==> config.mk <==
export PLATFORM = sky130hd
export DESIGN_NAME = rmq_sqrt
export DESIGN_NICKNAME = d
export VERILOG_FILES = /design/src/sv/rmq_pkg.sv /design/src/sv/rmq_sqrt.sv
export SDC_FILE = /design/constraint.sdc
export NUM_CORES = 2
export LEC_CHECK = 0
export ABC_CLOCK_PERIOD_IN_PS = 5000
export BUFFER_PORTS_ARGS = -buffer_cell sky130_fd_sc_hd__buf_2
export CAP_MARGIN = 25
export CORE_MARGIN = 8
export CORE_UTILIZATION = 56
export CTS_CLUSTER_DIAMETER = 120
export CTS_CLUSTER_SIZE = 24
export DETAILED_ROUTE_END_ITERATION = 6
export PLACE_DENSITY = 0.7
export REMOVE_ABC_BUFFERS = 1
export SLEW_MARGIN = 20
export SYNTH_ARGS = -nofsm -noshare
export SYNTH_HDL_FRONTEND = slang
export SYNTH_SLANG_ARGS = --single-unit
==> constraint.sdc <==
create_clock -name clk -period 5 [get_ports clk]
set_clock_uncertainty 0.2 [all_clocks]
set_input_delay 0.25 -clock clk [delete_from_list [all_inputs] [get_ports clk]]
set_output_delay 0.25 -clock clk [all_outputs]
set_load 0.01 [all_outputs]
==> src/sv/rmq_pkg.sv <==
// Shared types, widths and helpers for the rotation matrix to quaternion block.
package rmq_pkg;

  localparam int ROOT_W   = 23;
  localparam int RAD_W    = 17;
  localparam int DIFF_W   = 18;
  localparam int Q_W      = 17;
  localparam int SQRT_LAT = ROOT_W;
  localparam int DIV_LAT  = Q_W + 2;
  localparam int TOT_LAT  = SQRT_LAT + DIV_LAT + 2;

  localparam logic [1:0] AX_TR = 2'd0;
  localparam logic [1:0] AX_X  = 2'd1;
  localparam logic [1:0] AX_Y  = 2'd2;
  localparam logic [1:0] AX_Z  = 2'd3;

  typedef struct packed {
    logic signed [15:0] r00;
    logic signed [15:0] r01;
    logic signed [15:0] r02;
    logic signed [15:0] r10;
    logic signed [15:0] r11;
    logic signed [15:0] r12;
    logic signed [15:0] r20;
    logic signed [15:0] r21;
    logic signed [15:0] r22;
  } in_t;

  typedef struct packed {
    logic signed [15:0] quat_w;
    logic signed [15:0] quat_x;
    logic signed [15:0] quat_y;
    logic signed [15:0] quat_z;
    logic               bad_input;
  } out_t;

  typedef struct packed {
    logic [1:0]                axis;
    logic                      bad;
    logic [RAD_W-1:0]          rad;
    logic signed [DIFF_W-1:0]  d0;
    logic signed [DIFF_W-1:0]  d1;
    logic signed [DIFF_W-1:0]  d2;
  } fe_t;

  typedef struct packed {
    logic [1:0]  axis;
    logic        bad;
    logic [14:0] big;
  } side_t;

  typedef struct packed {
    logic           neg;
    logic           ovf;
    logic [Q_W-1:0] q;
  } div_res_t;

  function automatic logic signed [15:0] sat_comp(input div_res_t r);
    logic signed [15:0] res;
    if (r.neg) begin
      if (r.ovf || r.q > Q_W'(32768)) begin
        res = -16'sd32768;
      end else begin
        res = 16'(-$signed({1'b0, r.q}));
      end
    end else begin
      if (r.ovf || r.q > Q_W'(32767)) begin
        res = 16'sd32767;
      end else begin
        res = 16'(r.q);
      end
    end
    return res;
  endfunction

endpackage

==> src/sv/rmq_sqrt.sv <==
// Pipelined integer square root of rad * 2^28, one result bit per stage.
module rmq_sqrt (
  input  logic                         clk,
  input  logic [rmq_pkg::RAD_W-1:0]    rad,
  output logic [rmq_pkg::ROOT_W-1:0]   root
);

  localparam int RW = rmq_pkg::ROOT_W;
  localparam int RM = RW + 4;
  localparam int NW = 2 * RW;

  logic [RM-1:0]                 rem_r [0:RW-1];
  logic [RW-1:0]                 p_r   [0:RW-1];
  logic [rmq_pkg::RAD_W-1:0]     a_r   [0:RW-1];

  for (genvar s = 0; s < RW; s++) begin : g_stage
    localparam int I = RW - 1 - s;
    logic [RM-1:0]             rem_in, rem_s, trial;
    logic [RW-1:0]             p_in;
    logic [rmq_pkg::RAD_W-1:0] a_in;
    logic [NW-1:0]             n_w;
    logic [RM-1:0]             rem_nxt;
    logic [RW-1:0]             p_nxt;

    if (s == 0) begin : g_first
      assign rem_in = '0;
      assign p_in   = '0;
      assign a_in   = rad;
    end else begin : g_next
      assign rem_in = rem_r[s-1];
      assign p_in   = p_r[s-1];
      assign a_in   = a_r[s-1];
    end

    always_comb begin
      n_w   = {{(NW - rmq_pkg::RAD_W - 28){1'b0}}, a_in, 28'd0};
      rem_s = {rem_in[RM-3:0], n_w[2*I+1 -: 2]};
      trial = {2'b00, p_in, 2'b01};
      if (rem_s >= trial) begin
        rem_nxt = rem_s - trial;
        p_nxt   = {p_in[RW-2:0], 1'b1};
      end else begin
        rem_nxt = rem_s;
        p_nxt   = {p_in[RW-2:0], 1'b0};
      end
    end

    always_ff @(posedge clk) begin
      rem_r[s] <= rem_nxt;
      p_r[s]   <= p_nxt;
      a_r[s]   <= a_in;
    end
  end

  assign root = p_r[RW-1];

endmodule

# Word level (Yosys, flattened, before mapping)
# Memories as Yosys holds them, arrays and structs flattened.
# Index checks and enable logic that the tools add are counted.
[word_totals]
output_inout_bits = 23
reg_bits = 0
word_cells = 95
rom_bits = 0
memories = 3
ramBits = 1541
latch_bits = 0
[classes]
addsub = 23
reduce_logical = 0
bitwise = 0
muxes = 46
shift = 0
magnitude_cmp = 23
eq_ne = 0
div = 0
mul = 0
[memory_table]
columns = ["name", "words", "word_bits", "read_ports", "rd_ports_with_merged_regs", "wr", "line_no", "source"]
rows = [
  ["rem_r", 23, 27, 22, 0, 23, "rmq_sqrt.sv:12", "logic [RM-1:0] rem_r [0:RW-1];"],
  ["p_r", 23, 23, 23, 0, 23, "rmq_sqrt.sv:13", "logic [RW-1:0] p_r [0:RW-1];"],
  ["a_r", 23, 17, 22, 0, 23, "rmq_sqrt.sv:14", "logic [rmq_pkg::RAD_W-1:0] a_r [0:RW-1];"],
]
[op_table]
columns = ["op", "count"]
rows = [
  ["$mux W27", 23],
  ["$ge A27 B25 Y1", 22],
  ["$sub A27 B25 Y27", 22],
  ["$mux W1", 23],
  ["$sub A1 B1 Y2 const B", 1],
  ["$ge A1 B1 Y1 const B", 1],
]

# Logic depth before layout (Yosys ltp)
# An unclocked memory read counts as a cell.
[logic_depth]
depth_word = 3
mapped_depth = 14

# Worst setup path before layout
# Ideal clock, no wire load.
[synth_path]
kind = "register to register"
startpoint = "memory p_r[19][1] (netlist bit)"
endpoint = "memory rem_r[20][13] (netlist bit)"
arrival_time_ns = 2.993
slack_ns = 1.686
period_less_slack_ns = 3.314
path_stages_with_launch = 12
required_ns = 4.679
path_cell_list = "dfxtp_1 > inv_1 > ha_1 > a211oi_1 > o21bai_1 > or4_1 > a41oi_1 > or3_1 > o21ai_1 > a21oi_1 > buf_1 > mux2_2"
[synth_lines]
columns = ["item", "line_no"]
rows = [
  ["from (decl)", "rmq_sqrt.sv:13"],
  ["to (decl)", "rmq_sqrt.sv:12"],
]

==> results.cfg <==
[finish]
layout-drive-gt1-share = 0.05790
n_antenna_cell = 0
final_cells = 4689
areaGrowthSynthToFinish_pct = 6.753
final_util = 0.6022
final_nets = 4135

[floorplan]
placeableCoreArea_um2 = 64120
fp.dieW_um = 270.1
die_area_um2 = 72970
num_rows = 93
io_pins = 41
die_h_um = 270.1
initial_core_util = 0.5641

[yosys]
ys_types = 75
muxShareOfSynthArea = 0.02512
synth_seq_area_share = 0.4688
synth_top_cell_by_area = dfxtp_1
synth_edf_count = 0
yosys_warnings = 0
synthSimpleGateAreaFrac = 0.1424
synthTopCellsByArea = dfxtp_1 47%, ha_1 9.4%, xor2_1 4.7%
synth_top_area_share = 0.4688
synth_compound_area_frac = 0.1299
ys_seq_elements = 847
ys.flop_type = dfxtp_1
synth_area_um2 = 36170
synthCells = 3780
ys_async_sr_fraction = 0
synthAdderAreaFrac = 0.1013
syn_area_per_cell_um2 = 9.568
synth_xor_area_frac = 0.08863
synth_top_family_by_area = simple AND/OR/NAND/NOR gates

[sta]
max_slew_margin = 0.3753
finalHoldViolCount = 0
finalMaxSlewViolations = 0
setup_ws_ns = 1.271
period_minus_slack_ns = 3.729
max_freq_mhz = 268.2
setup_tns_ns = 0
rsz0062_at_grt = false
period_share = 0.7458
setup_viol = 0
worst_pin_slew_ns = 0.9369

[routing]
drtIter0Drc = 1428
dr.pass1.iters = 5
drcViolationCount = 0
postRouteAntennaNets = 0
dr_total_vias = 24878
post_drt_wl_per_cell_um = 14.37
via_per_inst = 5.306
routed_wl_mm = 67.38

[power]
p_leak_nw = 18.06
ir_drop_v = 0.0003220
powerDensity_nw_per_um2 = 400.0

[grt]
grt.total_usage = 0.1800
grt.overflow.total = 0
grt_use_met2 = 0.3100
met1_usage = 0.2380
use_met3 = 0.02301
grt_pass1_vias = 23760
grt_max_degree = 37
antenna_found_initial = 0
grt_pass1_wl_mm = 113.1
grt-busiest-layer = met2

[clock_tree]
hold_buffers = 17
clkLatencyLatePin_ns = 0.60
htreeDepth = 2
clock_path_buffers = 3
cts_tree = done
cts_setup_buffers = 0
clock_sinks = 847
clk_pin_slew_ns = 0.09
cts_made_buffers = 41
clock-root-buffer = clkbuf_16
postCtsResizedCells = 0

[placed_design]
gp_congestion = 0.8670
port_buffers = 40
dp_hpwl_mm = 52.54
pre_cts_ws_ns = 1.257
dp.cells = 4627

[worst_setup_path]
cp-end-kind = flip-flop
critPathKind = flip-flop to flip-flop
required_ns = 5.29
critPathMaxFanout = 20
cp.arrival_ns = 4.02
cp-start-kind = flip-flop

[run]
cap_viol_max_count = 0

[outcome]
outcome = complete, no violations

[min_path]
hp-class = input pin to flip-flop
==> cell usage after synthesis (all sizes together) (11+ instances only) <==
cell type	n
fa	13
o21ai	205
inv	354
or4	31
nor3	128
nand2b	44
o21bai	25
o31a	11
and3	18
nand3	55
a21o	78
a21boi	14
o21a	50
nand4	25
a211oi	25
a31oi	12
mux2	78
nor2b	40
o31ai	31
xor2	194
xnor2	172
ha	272
clkbuf	55
or3	40
nor4	63
a21oi	220
o211ai	16
nand2	258
dfxtp	847
nor2	234
or2	21
nand3b	12
==> per-stage QoR <==
| step | hold WS (ns) | power [mW] | cell area (µm²) |
|---|---|---|---|
| 2_1_floorplan | 0.07772 | 11.16 | 35910 |
| 3_3_place_gp | 0.1101 | 12.00 | 37350 |
| 3_5_place_dp | 0.1121 | 12.05 | 37360 |
| 4_1_cts | 0.03349 | 15.61 | 38610 |
| 5_1_grt | 0.04983 | 16.39 | 38610 |
| 6_report | 0.08238 | 15.44 | 38610 |
==> flip-flops by register name, indices dropped and copies added, names as in the netlist <==
signal and cells:
rem_r 512, p_r 256, a_r 79
==> kinds of logic after synthesis <==
kind of cell / count (synthesis)
other: 1
muxes: 81
DFF: 847
adders and majority gates: 285
and+or+nand+nor: 1026
xor gates and xnor gates: 366
AOI/OAI and AO/OA: 755
buffers and inverters: 419
==> report_power, final <==
group | leakage (nW) | switching, mW | total [mW] | internal (mW)
Combinational | 10.5 | 1.56 | 3.07 | 1.51
Sequential | 7.02 | 0.928 | 8.84 | 7.91
Clock | 0.534 | 2.03 | 3.53 | 1.50
Total | 18.1 | 4.52 | 15.4 | 10.9
==> final cells by class <==
cell class | count | area, µm²
Clock buffer | 41 | 1026
Clock inverter | 4 | 57.56
Fill cell | 5541 | 25510
Inverter | 354 | 1329
Multi-Input combinational cell | 2514 | 17680
Sequential cell | 847 | 16960
Tap cell | 855 | 1070
Timing Repair Buffer | 74 | 495.5
==> final timing paths <==
check,startpoint,end,slack [ns],cells after the start
max,rem_r[16][1],rem_r[17][18],1.27,10
min,rad[10],a_r[0][10],0.08,2
max reg2reg,rem_r[16][1],rem_r[17][18],1.27,10
min reg2reg,a_r[0][70],a_r[0][87],0.13,0
==> worst max-delay path: stages (launching register included) <==
cell      delay, ns
dfxtp_1        0.40
inv_1          0.10
ha_1           0.23
a211oi_1       0.25
o21bai_1       0.15
o21ai_0        0.50
o31ai_1        0.26
a211oi_1       0.35
nor2b_2        0.70
inv_1          0.16
mux2_2         0.30
==> cells in the final DEF, fill, tap and decap left out, types with 12 or more instances in the layout <==
cell and instances:
dfxtp_1 847, inv_1 354, ha_1 272, nand2_1 258
nor2_1 234, a21oi_1 218, o21ai_0 198, xor2_1 194
xnor2_1 172, nor3_1 126, a21o_1 78, mux2_2 78
nor4_1 62, nand3_1 55, o21a_1 50, nand2b_1 44
clkbuf_16 41, buf_2 41, or3_1 40, nor2b_1 39
o31ai_1 31, or4_1 30, a211oi_1 25, nand4_1 25
o21bai_1 25, or2_2 21, and3_1 18, dlygate4sd3_1 17
o211ai_1 16, buf_4 16, a21boi_0 13, fa_1 13
a31oi_1 12, nand3b_1 12
==> metal layers <==
layer / vias up / part of all wire
met1: 11373 / 0.48
met4: 0 / 0.020
met3: 97 / 0.031
met5: - / 0
li1: 13072 / -
met2: 336 / 0.47
Power figures use the tool's default switching activity.
