$ cat config.mk
export PLATFORM = sky130hd
export DESIGN_NAME = rmq_div
export DESIGN_NICKNAME = d
export VERILOG_FILES = /design/src/sv/rmq_pkg.sv /design/src/sv/rmq_div.sv
export SDC_FILE = /design/constraint.sdc
export NUM_CORES = 2
export LEC_CHECK = 0
export ABC_AREA = 0
export BUFFER_PORTS_ARGS = -buffer_cell sky130_fd_sc_hd__buf_2
export CELL_PAD_IN_SITES_DETAIL_PLACEMENT = 0
export CELL_PAD_IN_SITES_GLOBAL_PLACEMENT = 2
export CORE_MARGIN = 2
export CORE_UTILIZATION = 44
export CTS_BUF_LIST = sky130_fd_sc_hd__clkbuf_8 sky130_fd_sc_hd__clkbuf_16
export CTS_CLUSTER_SIZE = 14
export DETAILED_ROUTE_END_ITERATION = 16
export PLACE_DENSITY = 0.86
export REMOVE_ABC_BUFFERS = 1
export SETUP_SLACK_MARGIN = 0.05
export SLEW_MARGIN = 40
export SYNTH_ARGS = -nofsm -noshare
export SYNTH_HDL_FRONTEND = slang
export SYNTH_SLANG_ARGS = --single-unit
$ cat constraint.sdc
create_clock -name clk -period 5.9 [get_ports clk]
set_input_delay 1.18 -clock clk [delete_from_list [all_inputs] [get_ports clk]]
set_output_delay 1.18 -clock clk [all_outputs]
set_load 0.01 [all_outputs]
$ cat src/sv/rmq_pkg.sv
// Shared types, widths and helpers for the rotation matrix to quaternion block.
package rmq_pkg;

  localparam int ROOT_W   = 23;
  localparam int RAD_W    = 17;
  localparam int DIFF_W   = 18;
  localparam int Q_W      = 17;
  localparam int SQRT_LAT = ROOT_W;
  localparam int DIV_LAT  = Q_W + 2;
  localparam int TOT_LAT  = SQRT_LAT + DIV_LAT + 2;

  localparam logic [1:0] AX_TR = 2'd0;
  localparam logic [1:0] AX_X  = 2'd1;
  localparam logic [1:0] AX_Y  = 2'd2;
  localparam logic [1:0] AX_Z  = 2'd3;

  typedef struct packed {
    logic signed [15:0] r00;
    logic signed [15:0] r01;
    logic signed [15:0] r02;
    logic signed [15:0] r10;
    logic signed [15:0] r11;
    logic signed [15:0] r12;
    logic signed [15:0] r20;
    logic signed [15:0] r21;
    logic signed [15:0] r22;
  } in_t;

  typedef struct packed {
    logic signed [15:0] quat_w;
    logic signed [15:0] quat_x;
    logic signed [15:0] quat_y;
    logic signed [15:0] quat_z;
    logic               bad_input;
  } out_t;

  typedef struct packed {
    logic [1:0]                axis;
    logic                      bad;
    logic [RAD_W-1:0]          rad;
    logic signed [DIFF_W-1:0]  d0;
    logic signed [DIFF_W-1:0]  d1;
    logic signed [DIFF_W-1:0]  d2;
  } fe_t;

  typedef struct packed {
    logic [1:0]  axis;
    logic        bad;
    logic [14:0] big;
  } side_t;

  typedef struct packed {
    logic           neg;
    logic           ovf;
    logic [Q_W-1:0] q;
  } div_res_t;

  function automatic logic signed [15:0] sat_comp(input div_res_t r);
    logic signed [15:0] res;
    if (r.neg) begin
      if (r.ovf || r.q > Q_W'(32768)) begin
        res = -16'sd32768;
      end else begin
        res = 16'(-$signed({1'b0, r.q}));
      end
    end else begin
      if (r.ovf || r.q > Q_W'(32767)) begin
        res = 16'sd32767;
      end else begin
        res = 16'(r.q);
      end
    end
    return res;
  endfunction

endpackage

$ cat src/sv/rmq_div.sv
// Pipelined rounded divider lane: |d| * 2^20 / root, one quotient bit per stage.
module rmq_div (
  input  logic                               clk,
  input  logic signed [rmq_pkg::DIFF_W-1:0]  d,
  input  logic [rmq_pkg::ROOT_W-1:0]         root,
  output rmq_pkg::div_res_t                  res
);

  localparam int QW = rmq_pkg::Q_W;
  localparam int NL = rmq_pkg::DIV_LAT;
  localparam int RW = 41;

  logic [RW-1:0]                   rem_r  [0:NL-1];
  logic [QW-1:0]                   q_r    [0:NL-1];
  logic                            ovf_r  [0:NL-1];
  logic                            neg_r  [0:NL-1];
  logic [rmq_pkg::ROOT_W-1:0]      root_r [0:NL-1];

  logic [16:0]                     mag;

  always_comb begin
    mag = d[rmq_pkg::DIFF_W-1] ? 17'(-d) : 17'(d);
  end

  always_ff @(posedge clk) begin
    rem_r[0]  <= RW'({mag, 20'd0}) + RW'(root[rmq_pkg::ROOT_W-1:1]);
    q_r[0]    <= '0;
    ovf_r[0]  <= 1'b0;
    neg_r[0]  <= d[rmq_pkg::DIFF_W-1];
    root_r[0] <= root;
  end

  always_ff @(posedge clk) begin
    rem_r[1]  <= rem_r[0];
    q_r[1]    <= q_r[0];
    ovf_r[1]  <= (rem_r[0] >= (RW'(root_r[0]) << QW));
    neg_r[1]  <= neg_r[0];
    root_r[1] <= root_r[0];
  end

  for (genvar k = 2; k < NL; k++) begin : g_bit
    localparam int B = NL - 1 - k;
    logic [RW-1:0] dv;
    logic [RW-1:0] rem_nxt;
    logic [QW-1:0] q_nxt;

    always_comb begin
      dv = RW'(root_r[k-1]) << B;
      if (rem_r[k-1] >= dv) begin
        rem_nxt  = rem_r[k-1] - dv;
        q_nxt    = q_r[k-1];
        q_nxt[B] = 1'b1;
      end else begin
        rem_nxt = rem_r[k-1];
        q_nxt   = q_r[k-1];
      end
    end

    always_ff @(posedge clk) begin
      rem_r[k]  <= rem_nxt;
      q_r[k]    <= q_nxt;
      ovf_r[k]  <= ovf_r[k-1];
      neg_r[k]  <= neg_r[k-1];
      root_r[k] <= root_r[k-1];
    end
  end

  assign res.neg = neg_r[NL-1];
  assign res.ovf = ovf_r[NL-1];
  assign res.q   = q_r[NL-1];

endmodule

-- Word-level counts from Yosys, hierarchy flattened
Memory sizes are Yosys's and may differ from the RTL's.
Index checks and enable logic that the tools add are counted.
- bits in writable memories: 1577
- memories kept: 5
- memory bits (read-only): 0
- logic and storage cells: 77
- bits in latches: 0
- input bits: 42
- output and inout bits: 19
- bits in registers: 0
- memory list (name ; depth ; width ; read ports ; clocked after memory_dff ; wr ports ; line ; text):
    rem_r ; 19 ; 41 ; 18 ; 0 ; 19 ; rmq_div.sv:13 ; logic [RW-1:0] rem_r [0:NL-1];
    root_r ; 19 ; 23 ; 18 ; 0 ; 19 ; rmq_div.sv:17 ; logic [rmq_pkg::ROOT_W-1:0] root_r [0:NL-1];
    q_r ; 19 ; 17 ; 19 ; 0 ; 19 ; rmq_div.sv:14 ; logic [QW-1:0] q_r [0:NL-1];
    neg_r ; 19 ; 1 ; 19 ; 0 ; 19 ; rmq_div.sv:16 ; logic neg_r [0:NL-1];
    ovf_r ; 19 ; 1 ; 18 ; 0 ; 19 ; rmq_div.sv:15 ; logic ovf_r [0:NL-1];
- bitwise logic cells: 0
- div/mod/pow operators: 0
- shift-type cells: 0
- magnitude comparators: 18
- muxes and demuxes: 35
- reduce and logical (&&, ||, !) cells: 0
- equality and inequality tests: 0
- multiply operators: 0
- add/subtract/negate cells: 19
- operators with widths (cell ; count):
    41-bit 2-to-1 mux ; 17
    41-bit by 23-bit >= comparator with 1-bit output ; 1
    41-bit by 24-bit >= comparator with 1-bit output ; 1
    41-bit by 25-bit >= comparator with 1-bit output ; 1
    41-bit by 26-bit >= comparator with 1-bit output ; 1
    41-bit by 27-bit >= comparator with 1-bit output ; 1
    41-bit by 28-bit >= comparator with 1-bit output ; 1
    41-bit by 29-bit >= comparator with 1-bit output ; 1
    41-bit by 30-bit >= comparator with 1-bit output ; 1
    41-bit by 31-bit >= comparator with 1-bit output ; 1
    41-bit by 32-bit >= comparator with 1-bit output ; 1
    41-bit by 33-bit >= comparator with 1-bit output ; 1
    41-bit by 34-bit >= comparator with 1-bit output ; 1
    41-bit by 35-bit >= comparator with 1-bit output ; 1
    41-bit by 36-bit >= comparator with 1-bit output ; 1
    41-bit by 37-bit >= comparator with 1-bit output ; 1
    41-bit by 38-bit >= comparator with 1-bit output ; 1
    41-bit by 39-bit >= comparator with 1-bit output ; 1
    41-bit by 40-bit >= comparator with 1-bit output ; 1
    41-bit by 23-bit subtractor with 41-bit output ; 1
    41-bit by 24-bit subtractor with 41-bit output ; 1
    41-bit by 25-bit subtractor with 41-bit output ; 1
    41-bit by 26-bit subtractor with 41-bit output ; 1
    41-bit by 27-bit subtractor with 41-bit output ; 1
    other kinds (31) ; 32

-- Longest topological paths before layout
- word-level depth: 3
- gate-level depth with buffers: 15
- depth with buffers taken out: 13

-- Worst setup path before layout
No wires, ideal clock.
- kind: in2reg
- from: input port d[17] (netlist bit)
- to: memory rem_r[0][30]
- library setup time: 119 ps
- arrival: 3451 ps
- cell stages on the path: 11
- required time: 5781 ps
- path buffers: 3
- path slack: 2329 ps
- path through: clkbuf_1 > clkbuf_1 > clkbuf_1 > nand2_1 > o21ai_0 > fa_1 > nor4b_1 > nand2_1 > o21ai_0 > a32oi_1 > xnor2_1
- RTL lines (what ; line ; text):
    start, declared ; rmq_div.sv:4 ; input logic signed [rmq_pkg::DIFF_W-1:0] d,
    end, declared ; rmq_div.sv:13 ;

==> impl_results.html <==
<table>
<tr><th>Metric</th><th>Value</th></tr>
<tr><th colspan="2">Final layout</th></tr>
<tr><td>Fraction of final layout cells sized beyond drive strength 1</td><td>approximately 7.9%</td></tr>
<tr><td>Final net count</td><td>between 6000 and 7000</td></tr>
<tr><td>Signed area change from the synthesized netlist to the final layout</td><td>11.7%</td></tr>
<tr><td>Antenna fix cells</td><td>0</td></tr>
<tr><td>Util after Layout</td><td>between 40 and 50%</td></tr>
<tr><th colspan="2">Drt</th></tr>
<tr><td>Router iterations before antenna repair</td><td>5</td></tr>
<tr><td>Average routed wire per standard cell</td><td>approximately 18 µm</td></tr>
<tr><td>Via density per instance</td><td>~5.3</td></tr>
<tr><td>Number of remaining DRC errors</td><td>0</td></tr>
<tr><td>Aggregate routed wire length</td><td>between 100000 and 150000 µm</td></tr>
<tr><td>Initial DRC Count</td><td>~2400</td></tr>
<tr><td>Detailed-route via count</td><td>about 40000</td></tr>
<tr><td>Number of routed nets with antenna violations</td><td>0</td></tr>
<tr><th colspan="2">Timing</th></tr>
<tr><td>Slew at the pin closest to its max-slew limit</td><td>roughly 0.85 ns</td></tr>
<tr><td>Total Neg Setup Slack</td><td>0 ns</td></tr>
<tr><td>Worst max-slew margin expressed relative to the limit</td><td>42.7%</td></tr>
<tr><td>Shortest period the worst path allows</td><td>between 3 and 4 ns</td></tr>
<tr><td>Endpoints failing hold</td><td>0</td></tr>
<tr><td>Count of final setup violators</td><td>0</td></tr>
<tr><td>Maximum clock skew at final layout</td><td>roughly 0.045 ns</td></tr>
<tr><td>Post-route fraction of the period consumed by the critical path</td><td>around two thirds</td></tr>
<tr><td>Setup repair after global routing missed its margin</td><td>no</td></tr>
<tr><td>Max-slew violations</td><td>0</td></tr>
<tr><td>Achievable frequency</td><td>256 MHz</td></tr>
<tr><td>Final critical-path setup slack</td><td>about 2 ns</td></tr>
<tr><th colspan="2">Yosys</th></tr>
<tr><td>Number of synthesized flops with an enable pin</td><td>0</td></tr>
<tr><td>Post-Syn Area</td><td>52500 µm²</td></tr>
<tr><td>Syn_area_per_cell</td><td>between 9 and 10 µm²</td></tr>
<tr><td>Top FF cell, synth</td><td>sky130_fd_sc_hd__dfxtp_1</td></tr>
<tr><td>Post-synthesis cell count</td><td>approximately 5600</td></tr>
<tr><td>Number of warnings printed during yosys synthesis</td><td>0</td></tr>
<tr><td>Sequential cell area fraction in the yosys report</td><td>between 40 and 50%</td></tr>
<tr><td>Ys async rst share</td><td>0%</td></tr>
<tr><td>Flop and latch count out of synthesis</td><td>1160</td></tr>
<tr><td>Number of distinct library cells after synthesis</td><td>between 100 and 150</td></tr>
<tr><th colspan="2">Critical path</th></tr>
<tr><td>Required time reported for the critical path endpoint</td><td>around 6.5 ns</td></tr>
<tr><td>Critical path capture point type</td><td>register</td></tr>
<tr><td>Worst path arrival time</td><td>between 4 and 5 ns</td></tr>
<tr><td>Path type of the worst setup path</td><td>reg2reg</td></tr>
<tr><td>Largest driver fanout on the critical path</td><td>20</td></tr>
<tr><td>Critical Path Start Type</td><td>register</td></tr>
<tr><th colspan="2">Power</th></tr>
<tr><td>Static power due to leakage</td><td>about 26 nW</td></tr>
<tr><td>Portion of total power attributed to combinational logic</td><td>between 40% and 50%</td></tr>
<tr><td>Power per cell area</td><td>568 nW/µm²</td></tr>
<tr><td>Share of total power in the clock network</td><td>a little under a quarter</td></tr>
<tr><td>Net switching share of the total power</td><td>between 30% and 40%</td></tr>
<tr><td>Net switching power of the design</td><td>about 0.013 W</td></tr>
<tr><td>Reg power frac</td><td>between 30% and 40%</td></tr>
<tr><td>Internal Dissipation</td><td>just over 0.02 W</td></tr>
<tr><td>Final Power</td><td>0.0333 W</td></tr>
<tr><td>Worst IR drop on VDD</td><td>around 0.00035 V</td></tr>
<tr><th colspan="2">Hold path</th></tr>
<tr><td>Hold crit path type</td><td>reg2reg</td></tr>
<tr><th colspan="2">Clock tree</th></tr>
<tr><td>Clock insertion delay at the later pin of the skew report</td><td>approximately 0.72 ns</td></tr>
<tr><td>Clk sinks</td><td>~1200</td></tr>
<tr><td>Number of CTS-inserted buffers</td><td>around 120</td></tr>
<tr><td>Clock slew at the register clock pins of the worst setup and hold paths</td><td>approximately 0.06 ns</td></tr>
<tr><td>Maximum clock insertion buffer count</td><td>3</td></tr>
<tr><td>Total of cells resized after clock tree synthesis</td><td>0</td></tr>
<tr><td>Post-CTS Setup Inserts</td><td>0</td></tr>
<tr><td>Clock tree from TritonCTS</td><td>built</td></tr>
<tr><td>Cell at the root of the clock tree</td><td>sky130_fd_sc_hd__clkbuf_16</td></tr>
<tr><td>Hold Buf Count CTS</td><td>0</td></tr>
<tr><td>CTS H-tree depth</td><td>3</td></tr>
<tr><th colspan="2">GRT</th></tr>
<tr><td>First-pass GRT wire length</td><td>about 210000 µm</td></tr>
<tr><td>All-layer global routing usage</td><td>a little over a fifth</td></tr>
<tr><td>Congestion Overflow GR</td><td>0</td></tr>
<tr><td>Pin count of the biggest net entering global routing</td><td>50</td></tr>
<tr><td>Number of global-route vias before repair</td><td>roughly 38000</td></tr>
<tr><td>Initial antenna violation count</td><td>1</td></tr>
<tr><th colspan="2">Floorplan</th></tr>
<tr><td>Row count</td><td>approximately 130</td></tr>
<tr><td>Die X</td><td>approximately 350 µm</td></tr>
<tr><td>Y dimension of the die</td><td>between 300 and 400 µm</td></tr>
<tr><td>Die area</td><td>122000 µm²</td></tr>
<tr><td>Placeable Area</td><td>118000 µm²</td></tr>
<tr><td>Number of primary I/O pins</td><td>61</td></tr>
<tr><td>Initial core utilization</td><td>44.4%</td></tr>
<tr><th colspan="2">Placed design</th></tr>
<tr><td>Hpwl dp</td><td>107000 µm</td></tr>
<tr><td>Placer Congestion</td><td>roughly 0.90</td></tr>
<tr><td>Port Buffers</td><td>60</td></tr>
<tr><td>Pre-CTS worst setup slack</td><td>2.02 ns</td></tr>
<tr><th colspan="2">Run status</th></tr>
<tr><td>Run status</td><td>finished, final reports clean</td></tr>
<tr><th colspan="2">Job</th></tr>
<tr><td>Maximum Capacitance Violations</td><td>0</td></tr>
</table>
## layout by cell type (no fill, tap or decap), types with 146 or more instances in the layout
| master | netlist | layout |
|---|---|---|
| sky130_fd_sc_hd__a21o_1 | 146 | 146 |
| sky130_fd_sc_hd__a21oi_1 | 457 | 457 |
| sky130_fd_sc_hd__dfxtp_1 | 1160 | 1160 |
| sky130_fd_sc_hd__ha_1 | 414 | 414 |
| sky130_fd_sc_hd__inv_1 | 498 | 516 |
| sky130_fd_sc_hd__nand2_1 | 339 | 339 |
| sky130_fd_sc_hd__nor2_1 | 443 | 443 |
| sky130_fd_sc_hd__o21ai_0 | 304 | 302 |
| sky130_fd_sc_hd__xnor2_1 | 282 | 282 |
| sky130_fd_sc_hd__xor2_1 | 173 | 173 |
## critical path: stages (launching register included)
cell                       delay [ns]
sky130_fd_sc_hd__dfxtp_1         0.39
sky130_fd_sc_hd__inv_1           0.12
sky130_fd_sc_hd__ha_1            0.22
sky130_fd_sc_hd__fa_1            0.42
sky130_fd_sc_hd__nand2b_1        0.19
sky130_fd_sc_hd__a21oi_1         0.33
sky130_fd_sc_hd__o211ai_1        0.20
sky130_fd_sc_hd__a21oi_1         0.24
sky130_fd_sc_hd__o21ai_0         0.32
sky130_fd_sc_hd__o21ai_4         0.59
sky130_fd_sc_hd__buf_4           0.37
sky130_fd_sc_hd__mux2_2          0.38
## final timing paths
| kind | cells after the start | to | from | slack, ns |
|---|---|---|---|---|
| setup / recovery | 11 | rem_r[7][21] | root_r[6][12] | 1.99 |
| hold / removal | 0 | neg_r[13] | neg_r[12] | 0.32 |
| setup reg to reg | 11 | rem_r[7][21] | root_r[6][12] | 1.99 |
| hold reg to reg | 0 | neg_r[13] | neg_r[12] | 0.32 |
## metrics by stage
step	instance area (µm²)	hold slack (ns)	cells
2_1_floorplan	52000	0.310	5520
3_3_place_gp	54400	0.310	7133
3_5_place_dp	54400	0.312	7135
4_1_cts	58600	0.311	7360
5_1_grt	58600	0.321	7361
6_report	58600	0.316	7361
## synth_stat cells (all sizes together), types with 23 or more instances
cell type	n	area, µm²
dfxtp	1160	23200
inv	500	1880
a21oi	458	2300
nor2	443	1660
ha	414	5180
nand2	339	1270
o21ai	313	1570
xnor2	282	2470
xor2	173	1520
a21o	146	1100
nand3	109	546
nor3	104	543
mux2	103	1170
clkbuf	86	325
nand4	72	450
nor4	71	478
o21a	71	533
nand2b	66	415
nor2b	62	388
o21bai	44	342
a31oi	41	263
and3	41	257
o31ai	40	310
a211oi	36	275
buf	35	199
or3	35	219
o211ai	30	230
or2	24	150
and4	23	201
## per-layer routing
| metal | track usage, % | up-vias | share of wire (%) |
|---|---|---|---|
| met5 | 0 | - | 0 |
| met4 | 6.99 | 0 | 3.1 |
| met3 | 2.65 | 211 | 3.7 |
| met2 | 37.1 | 719 | 47 |
| met1 | 28.4 | 18100 | 46 |
| li1 | - | 19900 | - |
## registers in the layout, summed over array words and instances (netlist names)
signal and cells:
ovf_r 18, neg_r 19, q_r 153, root_r 414, rem_r 556
## final cells by class
| class | count | area, µm² |
|---|---|---|
| Sequential cell | 1160 | 23200 |
| Timing Repair Buffer | 80 | 465 |
| Inverter | 500 | 1880 |
| Fill cell | 11200 | 59600 |
| Clock buffer | 147 | 3390 |
| Clock inverter | 78 | 778 |
| Multi-Input combinational cell | 3860 | 27000 |
| Tap cell | 1536 | 1920 |
## power groups by stage
| stage | clock, W | sequential (W) | combinational (W) |
|---|---|---|---|
| floorplan | 0 | 0.0112 | 0.0107 |
| global placement | 0 | 0.0121 | 0.0135 |
| detailed placement | 0 | 0.0121 | 0.0135 |
| CTS | 0.00797 | 0.0119 | 0.0136 |
| global route | 0.00828 | 0.0121 | 0.0152 |
| finish | 0.00775 | 0.0119 | 0.0136 |
## cell families (layout without fill, tap and decap cells)
| group | after synthesis | count (layout) | synth area share, % |
|---|---|---|---|
| and+or+nand+nor | 1506 | 1506 | 14.3 |
| DFF | 1160 | 1160 | 44.2 |
| buffers and inverters | 621 | 805 | 4.57 |
| xor gates and xnor gates | 455 | 455 | 7.59 |
| adders and majority gates | 431 | 431 | 10.5 |
| AOI/OAI and AO/OA | 1354 | 1354 | 16.3 |
| muxes | 114 | 114 | 2.44 |
No activity file was read; power rests on OpenSTA's default activity.
