## config.mk

```make
export PLATFORM = sky130hd
export DESIGN_NAME = rmq_front
export DESIGN_NICKNAME = d
export VERILOG_FILES = /design/src/sv/rmq_pkg.sv /design/src/sv/rmq_front.sv
export SDC_FILE = /design/constraint.sdc
export NUM_CORES = 1
export LEC_CHECK = 0
export BUFFER_PORTS_ARGS = -buffer_cell sky130_fd_sc_hd__buf_2
export CAP_MARGIN = 5
export CORE_UTILIZATION = 35
export DETAILED_ROUTE_END_ITERATION = 7
export SYNTH_ARGS = -nofsm -noshare
export SYNTH_HDL_FRONTEND = slang
export SYNTH_SLANG_ARGS = --single-unit
```

## constraint.sdc

```tcl
create_clock -name clk -period 6.5 [get_ports clk]
set_input_delay 1.95 -clock clk [delete_from_list [all_inputs] [get_ports clk]]
set_output_delay 1.95 -clock clk [all_outputs]
set_load 0.005 [all_outputs]
```

## src/sv/rmq_pkg.sv

```systemverilog
// Shared types, widths and helpers for the rotation matrix to quaternion block.
package rmq_pkg;

  localparam int ROOT_W   = 23;
  localparam int RAD_W    = 17;
  localparam int DIFF_W   = 18;
  localparam int Q_W      = 17;
  localparam int SQRT_LAT = ROOT_W;
  localparam int DIV_LAT  = Q_W + 2;
  localparam int TOT_LAT  = SQRT_LAT + DIV_LAT + 2;

  localparam logic [1:0] AX_TR = 2'd0;
  localparam logic [1:0] AX_X  = 2'd1;
  localparam logic [1:0] AX_Y  = 2'd2;
  localparam logic [1:0] AX_Z  = 2'd3;

  typedef struct packed {
    logic signed [15:0] r00;
    logic signed [15:0] r01;
    logic signed [15:0] r02;
    logic signed [15:0] r10;
    logic signed [15:0] r11;
    logic signed [15:0] r12;
    logic signed [15:0] r20;
    logic signed [15:0] r21;
    logic signed [15:0] r22;
  } in_t;

  typedef struct packed {
    logic signed [15:0] quat_w;
    logic signed [15:0] quat_x;
    logic signed [15:0] quat_y;
    logic signed [15:0] quat_z;
    logic               bad_input;
  } out_t;

  typedef struct packed {
    logic [1:0]                axis;
    logic                      bad;
    logic [RAD_W-1:0]          rad;
    logic signed [DIFF_W-1:0]  d0;
    logic signed [DIFF_W-1:0]  d1;
    logic signed [DIFF_W-1:0]  d2;
  } fe_t;

  typedef struct packed {
    logic [1:0]  axis;
    logic        bad;
    logic [14:0] big;
  } side_t;

  typedef struct packed {
    logic           neg;
    logic           ovf;
    logic [Q_W-1:0] q;
  } div_res_t;

  function automatic logic signed [15:0] sat_comp(input div_res_t r);
    logic signed [15:0] res;
    if (r.neg) begin
      if (r.ovf || r.q > Q_W'(32768)) begin
        res = -16'sd32768;
      end else begin
        res = 16'(-$signed({1'b0, r.q}));
      end
    end else begin
      if (r.ovf || r.q > Q_W'(32767)) begin
        res = 16'sd32767;
      end else begin
        res = 16'(r.q);
      end
    end
    return res;
  endfunction

endpackage

```

## src/sv/rmq_front.sv

```systemverilog
// Front stage: trace, branch choice, radicand and component differences.
module rmq_front (
  input  logic         clk,
  input  logic         rst_n,
  input  logic         acc,
  input  rmq_pkg::in_t in_data,
  output logic         fe_valid,
  output rmq_pkg::fe_t fe_data
);

  logic         valid_r;
  rmq_pkg::fe_t data_r;
  rmq_pkg::fe_t data_nxt;

  logic signed [18:0] e00, e11, e22, tr, rad;

  always_comb begin
    e00 = 19'(in_data.r00);
    e11 = 19'(in_data.r11);
    e22 = 19'(in_data.r22);
    tr  = e00 + e11 + e22;
    if (tr > 19'sd0) begin
      data_nxt.axis = rmq_pkg::AX_TR;
      rad = 19'sd16384 + tr;
      data_nxt.d0 = 18'(in_data.r21) - 18'(in_data.r12);
      data_nxt.d1 = 18'(in_data.r02) - 18'(in_data.r20);
      data_nxt.d2 = 18'(in_data.r10) - 18'(in_data.r01);
    end else if (in_data.r00 > in_data.r11 && in_data.r00 > in_data.r22) begin
      data_nxt.axis = rmq_pkg::AX_X;
      rad = 19'sd16384 + e00 - e11 - e22;
      data_nxt.d0 = 18'(in_data.r21) - 18'(in_data.r12);
      data_nxt.d1 = 18'(in_data.r01) + 18'(in_data.r10);
      data_nxt.d2 = 18'(in_data.r02) + 18'(in_data.r20);
    end else if (in_data.r11 > in_data.r22) begin
      data_nxt.axis = rmq_pkg::AX_Y;
      rad = 19'sd16384 + e11 - e00 - e22;
      data_nxt.d0 = 18'(in_data.r02) - 18'(in_data.r20);
      data_nxt.d1 = 18'(in_data.r01) + 18'(in_data.r10);
      data_nxt.d2 = 18'(in_data.r12) + 18'(in_data.r21);
    end else begin
      data_nxt.axis = rmq_pkg::AX_Z;
      rad = 19'sd16384 + e22 - e00 - e11;
      data_nxt.d0 = 18'(in_data.r10) - 18'(in_data.r01);
      data_nxt.d1 = 18'(in_data.r02) + 18'(in_data.r20);
      data_nxt.d2 = 18'(in_data.r12) + 18'(in_data.r21);
    end
    data_nxt.bad = (rad <= 19'sd0);
    data_nxt.rad = data_nxt.bad ? rmq_pkg::RAD_W'(1) : rad[rmq_pkg::RAD_W-1:0];
  end

  always_ff @(posedge clk) begin
    if (!rst_n) begin
      valid_r <= 1'b0;
    end else begin
      valid_r <= acc;
    end
  end

  always_ff @(posedge clk) begin
    data_r <= data_nxt;
  end

  assign fe_valid = valid_r;
  assign fe_data  = data_r;

endmodule

```

Word level (Yosys, flattened, before mapping)
Index checks and enable logic that the tools add are counted.

Magnitude comparators: 5. Add/sub/neg operators: 18. Reduce and logical (&&, ||, !) cells: 2. Multiplexer cells: 8.

Operators by type and width (number): 2-to-1 mux 54 bit (3); adder 16 x 16 -> 17 bit (4); 2-to-1 mux 19 bit (3); subtractor 18 x 16 -> 19 bit (3); subtractor 17 x 16 -> 18 bit (3); adder 16 x 16 -> 17 bit (first input constant) (3); subtractor 16 x 16 -> 17 bit (3); > comparator 16 bit (3); adder 16 x 18 -> 19 bit (first input constant) (1); <= comparator 19 x 1 -> 1 bit (second input constant) (1); adder 17 x 16 -> 18 bit (1); > comparator 18 x 1 -> 1 bit (second input constant) (1); 2-to-1 mux 1 bit (2); OR reduction 2 bit (1); logical AND 1 bit (1).

Input port bits: 147. Logic and storage cells: 41. Output and inout bits: 75. Flip-flop bits (word level): 75.

Longest topological paths before layout
Gate-level depths: netlist (run 1).

Word-level depth: 7. Gate-level depth with buffers: 20. Depth with buffers taken out: 19.

Worst setup path after synthesis (run 1)
Ideal clock, no wire load.

Path type: input -> register. From: input in_data[2] (netlist bit). To: register data_r, in the netlist fe_data[58]. Setup slack: 0.882 ns. Required time: 6.413 ns. Arrival: 5.531 ns. Library setup time: 0.087 ns. Buffers on the path: 1. Cell stages on the path: 16. Cell sequence: fa_1 > ha_1 > ha_1 > inv_1 > fa_1 > nor2b_1 > o31ai_1 > a211oi_1 > o311a_1 > o41ai_1 > o21ai_0 > a21oi_1 > o31ai_1 > buf_2 > o2111ai_1 > o31ai_1.

Cells in the longest elaborated chain, start to end: 7. Elaborated cells on any way between the ends: 15. Classes of those cells: 7 x add/sub; 4 x order compare; 3 x mux; 1 x reduce/logical.

Ends and longest elaborated chain: from (decl) (RTL line rmq_front.sv:6) `input rmq_pkg::in_t in_data,`; adder 16 x 16 -> 17 bit (RTL line rmq_front.sv:42) `rad = 19'sd16384 + e22 - e00 - e11;`; subtractor 17 x 16 -> 18 bit (RTL line rmq_front.sv:42); subtractor 18 x 16 -> 19 bit (RTL line rmq_front.sv:42); 2-to-1 mux 19 bit (RTL line rmq_front.sv:34) `end else if (in_data.r11 > in_data.r22) begin`; 2-to-1 mux 19 bit (RTL line rmq_front.sv:28) `end else if (in_data.r00 > in_data.r11 && in_data.r00 > in_data.r22) begin`; 2-to-1 mux 19 bit (*) (RTL line rmq_front.sv:22) `if (tr > 19'sd0) begin`; <= comparator 19 x 1 -> 1 bit (RTL line rmq_front.sv:47) `data_nxt.bad = (rad <= 19'sd0);`; to (signal assigned) (RTL line rmq_front.sv:60) `data_r <= data_nxt;`; to (decl) (RTL line rmq_front.sv:12) `rmq_pkg::fe_t data_r;`.

Every way passes the cells marked *; elsewhere a longest branch is shown, timed or not. A chain may end at the register's enable or synchronous reset.

Final worst setup path (run 1)
From: input in_data[3] (netlist bit). To: register data_r, in the netlist fe_data[54].

Same word-level chain as after synthesis.

==> metrics.yaml, run 1 <==
ys.flop_type: "dfxtp_1"
vias_per_cell: 5.18
synthCells: 1804
maxSlewViolCount: 0
route.vias.total: 13300
start_kind: "primary input"
die_w_um: 205
timing.max_slew.rel_slack: 0.422
grtUsageTotal: 0.217
cts_sinks: 72
grt_max_degree: 63
synth_enable_flop_cells: 0
grt_pass1_vias: 12700
post-synth-top-count-cell: "ha_1"
min_path_type: "in2reg"
dieArea_um2: 42200
setup_tns_ns: 0
rsz0062_at_grt: "false"
synth_cell_types: 82
area_delta_synth_final_pct: 15.7
port_buffers: 221
cts_tree: "yes"
pwr_density_cell_nw_per_um2: 235
drtIter0Drc: 942
outcome: "complete, no violations"
p_leak_nw: 8.24
worstPathMaxFanout: 7
synth_top_area_share: 0.254
synth_area_leaders: "ha_1 (25%), fa_1 (11%), dfxtp_1 (10%), inv_1 (5.7%), xnor2_1 (4.9%)"
dp_cells: 2551
crit_required_ns: 6.78
gp_congestion: 0.920
routed_wl_um: 46200
coreArea_um2: 40800
synth_seq_cells: 72
synthArstFlopShare: 0
grt_pass1_wl_um: 71000
multiInputGateArea_um2: 12000
worst_pin_slew_ns: 0.868
fmax_mhz: 167
cts_buffer_depth: 2
regArea_um2: 1440
synth_common_cells: "ha_1 (294), inv_1 (219), nor2_1 (132)"
ios: 222
end_kind: "flop"
antenna_found_initial: 4
crit_arrival_ns: 6.26
path_common_cell: "inv_1"
wl_per_cell_um: 18.0
htreeDepth: 3
cts_resized: 0
grt-ovfl-total: 0
route.detailed.drc: 0
drive_above_1_share: 0.152
seq_area_frac_synth: 0.0996
synth_area_leader_cell: "ha_1"
fin_crit_sh: 0.920
synth_fp_nets: 2323
hold_viol: 0
hold_end: "fe_valid"
rows: 74
cts-root-buf: "clkbuf_16"
slowest_stage: "fa_1"
mappedNetlistArea_um2: 14500
fill_cells: 4165
hpwl_um: 40000
ys_warn_count: 0
nets: 2549
period_needed_ns: 5.98
initial_core_util: 0.355
setup_viol: 0
layout.cells.non_filler: 2569
path_cells: "buf_2 -> inv_1 -> fa_1 -> inv_1 -> ha_1 -> inv_1 -> fa_1 -> nor2b_1 -> o2111ai_1 -> nand2_1 -> xor2_1 -> or4_1 -> nor4_1 -> o21ai_0 -> a2111oi_1 -> nand4_1 -> a21o_1 -> nand3_2"
cap_viol_max_count: 0
die_h_um: 205
post-cts-setup-buffer-count: 0
dr.pass1.iters: 5
cts_buffers: 9
hold_buffers: 0
min_from: "acc"
synth_area_per_cell_um2: 8.03
ant_nets: 0
max_stage_delay_ns: 0.59
critical_path_class: "in2reg"
holdPathStages: 2
vdd_drop_max_v: 0.000173
clk_pin_slew_ns: 0.06
==> layer usage <==
metal  vias to the layer above  GRT usage  routed length (um)  share of wire
li1                       6657          -                   -              -
met2                       357      0.343               20300           0.44
met4                         2     0.0484                 972          0.021
met5                         -          0                  13        0.00028
met3                        36     0.0247                2200          0.048
met1                      6266      0.313               22600           0.49
==> where the power goes <==
group          leakage [nW]  switching (mW)  total [mW]  internal, mW
clock                 0.161           0.201       0.584         0.383
combinational          7.47            1.52        2.63          1.10
sequential            0.606          0.0992       0.723         0.624
total                  8.24            1.82        3.94          2.11
==> flip-flops by register name (all words and copies together) (netlist names) <==
name	count
fe_data	71
fe_valid	1
==> how the worst max path moves through the flow <==
stage / start / end / slack [ns] / cells past startpoint
after floorplan: in_data[2] / fe_data[58] / 0.88 / 16
after global placement: in_data[4] / fe_data[54] / 0.27 / 19
after detailed placement: in_data[3] / fe_data[54] / 0.18 / 18
after CTS: in_data[3] / fe_data[54] / 0.52 / 18
after global routing: in_data[3] / fe_data[54] / 0.28 / 18
final: in_data[3] / fe_data[54] / 0.52 / 18
==> critical path, delay by kind of cell <==
kind | cells | cell delay, ns
adder cells (fa/ha/maj) | 3 | 1.34
AND/OR/NAND/NOR | 6 | 1.32
AO/OA/AOI/OAI | 4 | 1.08
buffers and inverters | 4 | 0.45
XOR/XNOR | 1 | 0.10
==> cells by family after synthesis <==
kind of cell | count (synthesis) | synth area share
compound gates | 438 | 0.197
xor+xnor | 114 | 0.0690
fa+ha+maj | 372 | 0.362
buf+inv | 271 | 0.0734
flops | 72 | 0.0996
mux | 34 | 0.0259
simple gates | 503 | 0.173
==> per-stage QoR <==
step	setup WS, ns	hold slack, ns	area (um^2)	total power [mW]	utilization
after floorplan	0.882	2.07	14500	2.36	-
after global placement	0.267	2.15	16400	3.32	0.402
after detailed placement	0.179	2.15	16400	3.32	0.402
after CTS	0.521	1.80	16700	3.94	0.410
after global routing	0.277	1.83	16800	4.26	0.410
final	0.521	1.81	16800	3.94	0.410
==> cell type report <==
type	count	area share
diodes	3	0.000448
flip-flops and latches	72	0.0860
inverters	219	0.0491
well taps	532	0.0397
clock inverters	5	0.00627
multi-input cells	1461	0.715
repair buffers	267	0.0889
clock buffers	10	0.0143
==> layout by cell type (no fill, tap or decap), drive strengths merged, types with 19 or more instances in the layout <==
cell / netlist / final
nor2b: 35 / 35
buf: 21 / 267
o21ai: 111 / 111
nor2: 133 / 133
a21oi: 109 / 109
nand3: 45 / 45
dfxtp: 72 / 72
mux2i: 19 / 19
ha: 294 / 294
nor3: 39 / 39
xor2: 33 / 33
a211oi: 23 / 23
xnor2: 81 / 81
inv: 219 / 219
fa: 78 / 78
nand2b: 23 / 23
nand2: 127 / 127
a21o: 22 / 22
(Power assumes the default switching activity.)
==> run 2, diff against run 1 <==
- ABC_AREA: not set -> 1
- CAP_MARGIN: 5 -> 20
==> metrics.yaml, run 2 <==
wl_per_cell_um: 17.0
cts_buffers: 9
layout_common_cells: "nand2_1 (462), inv_1 (371), ha_1 (294), buf_2 (221), a21oi_1 (171)"
dieArea_um2: 43700
setup_tns_ns: 0
outcome: "complete, no violations"
synth_cell_types: 53
maxSlewViolCount: 0
die_w_um: 209
synth_enable_flop_cells: 0
htreeDepth: 3
layout_commonest_cell: "nand2_1"
ys_warn_count: 0
grt_max_degree: 39
synth_area_leader_cell: "ha_1"
fill_cells: 4455
slowest_stage: "fa_1"
dr.pass1.iters: 5
grt-ovfl-total: 0
gp_congestion: 0.958
routed_wl_um: 49700
cts_sinks: 72
nets: 2897
synthArstFlopShare: 0
worstPathMaxFanout: 16
initial_core_util: 0.356
crit_required_ns: 6.74
drive_above_1_share: 0.126
synth_area_leaders: "ha_1 (25%), nand2_1 (12%), fa_1 (10%), dfxtp_1 (9.6%), inv_1 (9.3%)"
crit_arrival_ns: 6.34
synth_top_area_share: 0.245
rsz0062_at_grt: "false"
area_delta_synth_final_pct: 13.3
p_clk_frac: 0.140
vdd_drop_max_v: 0.000147
fmax_mhz: 164
comb_power_share: 0.678
synth_common_cells: "nand2_1 (463), inv_1 (371), ha_1 (294)"
cts-root-buf: "clkbuf_16"
ant_nets: 0
route.vias.total: 14500
path_depth: 32
port_buffers: 221
vias_per_cell: 4.95
synth_fp_nets: 2702
fin_crit_sh: 0.939
hold_buffers: 0
post-synth-top-count-cell: "nand2_1"
hold_viol: 0
route.detailed.drc: 0
holdPathStages: 3
end_kind: "flop"
ys.flop_type: "dfxtp_1"
grt_pass1_wl_um: 77000
grtUsageTotal: 0.226
drtIter0Drc: 1059
cp_top_family: "simple AND/OR/NAND/NOR gates"
ios: 222
die_h_um: 209
dp_cells: 2906
worst_pin_slew_ns: 0.671
layout.cells.non_filler: 2922
coreArea_um2: 42100
synth_area_per_cell_um2: 6.87
critical_path_class: "in2reg"
seq_power_share: 0.182
path_buf_inv: 4
timing.max_slew.rel_slack: 0.548
seq_area_frac_synth: 0.0961
cts_tree: "yes"
diodes: 0
setup_viol: 0
swShare: 0.507
p_leak_nw: 9.54
power_switching_mw: 2.03
cts_buffer_depth: 2
intPower_mw: 1.97
largest_reg_flops: 71
clk_pin_slew_ns: 0.06
rows: 75
hpwl_um: 43500
max_stage_delay_ns: 0.56
antenna_found_initial: 0
pwr_density_cell_nw_per_um2: 235
path_common_cell: "nand2_1"
synthCells: 2183
grt_pass1_vias: 13900
start_kind: "primary input"
mappedNetlistArea_um2: 15000
period_needed_ns: 6.10
fin_util: 0.403
cap_viol_max_count: 0
min_path_type: "in2reg"
synth_seq_cells: 72
[run 2: changes by cell type after synthesis, moves of 19 or more]
cell | previous run | this run
nand2b_1 | 23 | 0
nand2_1 | 127 | 463
xnor2_1 | 81 | 14
nand3_1 | 44 | 121
inv_1 | 219 | 371
a211oi_1 | 22 | 3
a21oi_1 | 108 | 171
nor2b_1 | 35 | 0
xor2_1 | 33 | 97
[run 2: final cells by class]
class | instances | area (um^2) | area share
sequential | 72 | 1440 | 0.0848
multi-input combinational | 1677 | 11900 | 0.698
tap | 539 | 674 | 0.0397
clock inverter | 5 | 86.3 | 0.00508
inverter | 378 | 1420 | 0.0837
clock buffer | 11 | 243 | 0.0143
timing repair buffer | 240 | 1260 | 0.0739
[run 2: cell families (layout without fill, tap and decap cells)]
family                     after synthesis  after routing  synth area share
AOI/OAI and AO/OA                      363            363             0.138
xor gates and xnor gates               111            111            0.0648
adders and majority gates              372            372             0.349
buffers and inverters                  434            634             0.113
DFF                                     72             72            0.0961
muxes                                    4              4           0.00267
and+or+nand+nor                        827            827             0.236
[run 2: repair_timing]
| item | 4_1_cts | 5_1_grt |
|---|---|---|
| setup buffers | 0 | 0 |
| setup endpoints to repair | 0 | 16 |
| resized for setup | 0 | 6 |
[run 2: metal layers]
layer	vias to the layer above	track usage	part of all wire
met5	-	0	0
met4	0	0.0497	0.020
met3	42	0.0245	0.049
met2	405	0.366	0.44
met1	6729	0.320	0.49
li1	7298	-	-
[run 2: worst paths after layout]
check        from           to  slack [ns]
max    in_data[4]  fe_data[56]        0.40
min           acc     fe_valid        1.78
[run 2: power groups by stage]
stage	registers [mW]	clock network, mW	logic, mW
final	0.728	0.559	2.71
after global placement	0.740	0	2.66
after detailed placement	0.733	0	2.67
after CTS	0.728	0.564	2.69
after global routing	0.738	0.583	3.04
after floorplan	0.715	0	1.75
[run 2: stage by stage]
stage | cell area, um^2 | setup slack (ns) | hold WS, ns | total power [mW]
2_1_floorplan | 15000 | 0.800 | 2.04 | 2.47
3_3_place_gp | 16600 | 0.113 | 2.14 | 3.40
3_5_place_dp | 16600 | 0.0305 | 2.14 | 3.40
4_1_cts | 17000 | 0.375 | 1.77 | 3.98
5_1_grt | 17000 | 0.0108 | 1.81 | 4.36
6_report | 17000 | 0.400 | 1.78 | 4.00
==> run 3, diff against run 2 <==
- clock period: 6.5 -> 5.2 ns (I/O delays scaled with it)
==> metrics.yaml, run 3 (synthesis gave the netlist of run 2 again) <==
drtIter0Drc: 1013
largest_reg_flops: 71
critical_path_class: "in2reg"
power_switching_mw: 2.98
outcome: "finished, violations left"
maxSlewViolCount: 0
slowest_stage: "fa_1"
rsz0062_at_grt: "true"
vias_per_cell: 4.90
hpwl_um: 46300
setup_slack_ns: -0.00916
rows: 75
failed_checks: "setup timing"
gp_congestion: 0.976
finalPower_mw: 6.08
cts_tree: "yes"
crit_required_ns: 5.43
layout_commonest_cell: "nand2_1"
regArea_um2: 1440
timing.max_slew.rel_slack: 0.567
route.vias.total: 15500
dp_cells: 3104
min_from: "acc"
initial_core_util: 0.356
grt-ovfl-total: 0
path_buf_inv: 4
diodes: 0
cp_top_family: "simple AND/OR/NAND/NOR gates"
antenna_found_initial: 0
grt_max_degree: 24
dr.pass1.iters: 6
cts_buffers: 9
drive_above_1_share: 0.259
hold_end: "fe_valid"
setup_tns_ns: -0.0210
coreArea_um2: 42100
p_clk_frac: 0.098
fin_crit_sh: 1.00
ios: 222
setup_viol: 3
routed_wl_um: 54600
holdPathStages: 3
period_needed_ns: 5.21
clk_pin_slew_ns: 0.06
worst_pin_slew_ns: 0.650
dieArea_um2: 43700
route.detailed.drc: 0
ant_nets: 0
multiInputGateArea_um2: 12500
seq_power_share: 0.146
fmax_mhz: 192
cap_viol_max_count: 0
cts_sinks: 72
pwr_density_cell_nw_per_um2: 306
cts-root-buf: "clkbuf_16"
cts_buffer_depth: 2
port_buffers: 221
layout.cells.non_filler: 3173
crit_arrival_ns: 5.44
swShare: 0.490
end_kind: "flop"
worstPathMaxFanout: 8
htreeDepth: 3
area_delta_synth_final_pct: 32.4
p_leak_nw: 10.9
nets: 3148
intPower_mw: 3.10
wl_per_cell_um: 17.2
grt_pass1_vias: 15400
min_path_type: "in2reg"
start_kind: "primary input"
fill_cells: 4297
die_h_um: 209
grt_pass1_wl_um: 83700
layout_common_cells: "nand2_1 (425), inv_1 (362), ha_1 (287), buf_4 (228), buf_2 (218)"
comb_power_share: 0.756
die_w_um: 209
hold_viol: 0
max_stage_delay_ns: 0.56
vdd_drop_max_v: 0.000182
grtUsageTotal: 0.244
[run 3: power groups by stage]
stage               Clock [mW]  Sequential, mW  Combinational (mW)
floorplan                    0           0.894                2.20
global placement             0           0.906                3.83
detailed placement           0           0.899                3.86
CTS                      0.604           0.892                3.98
global route             0.628           0.905                5.03
finish                   0.596           0.891                4.60
[run 3: area by class of cell]
type	instances	share of cell area
clock buffers	9	0.0113
well taps	539	0.0340
repair inverters	1	0.000378
repair buffers	489	0.177
flip-flops and latches	72	0.0726
clock inverters	7	0.00227
multi-input cells	1678	0.630
inverters	378	0.0728
[run 3: how the worst max path moves through the flow]
stage                      start          end  slack (ns)  depth (start not counted)
floorplan             in_data[1]  fe_data[64]        0.01                         32
global placement      in_data[1]  fe_data[59]       -0.38                         32
detailed placement    in_data[3]  fe_data[56]       -0.52                         33
CTS                 in_data[129]  fe_data[67]        0.01                         34
global route          in_data[3]  fe_data[62]       -0.26                         33
finish               in_data[11]  fe_data[69]      -0.009                         33
[run 3: per-stage QoR]
step | utilization | hold slack, ns | instance area [um^2] | worst slack [ns]
floorplan | - | 1.65 | 15000 | 0.0118
global placement | 0.432 | 1.75 | 18200 | -0.378
detailed placement | 0.432 | 1.75 | 18200 | -0.518
CTS | 0.446 | 1.39 | 18800 | 0.0104
global route | 0.471 | 1.40 | 19900 | -0.257
finish | 0.471 | 1.40 | 19900 | -0.00916
[run 3: routing by layer]
layer  global-route usage  wire [um]  share of wire
met1                0.346      25800           0.47
met2                0.397      24700           0.45
met3               0.0228       2660          0.049
met4               0.0596       1420          0.026
met5                    0          0              0
[run 3: timing repair]
item                                    4_1_cts  5_1_grt
gates resized for setup                      30      189
hold buffers                                  0        0
gates cloned                                  2       11
pin swaps                                    29       43
buffers inserted                             15       26
endpoints found under the setup margin       19       71
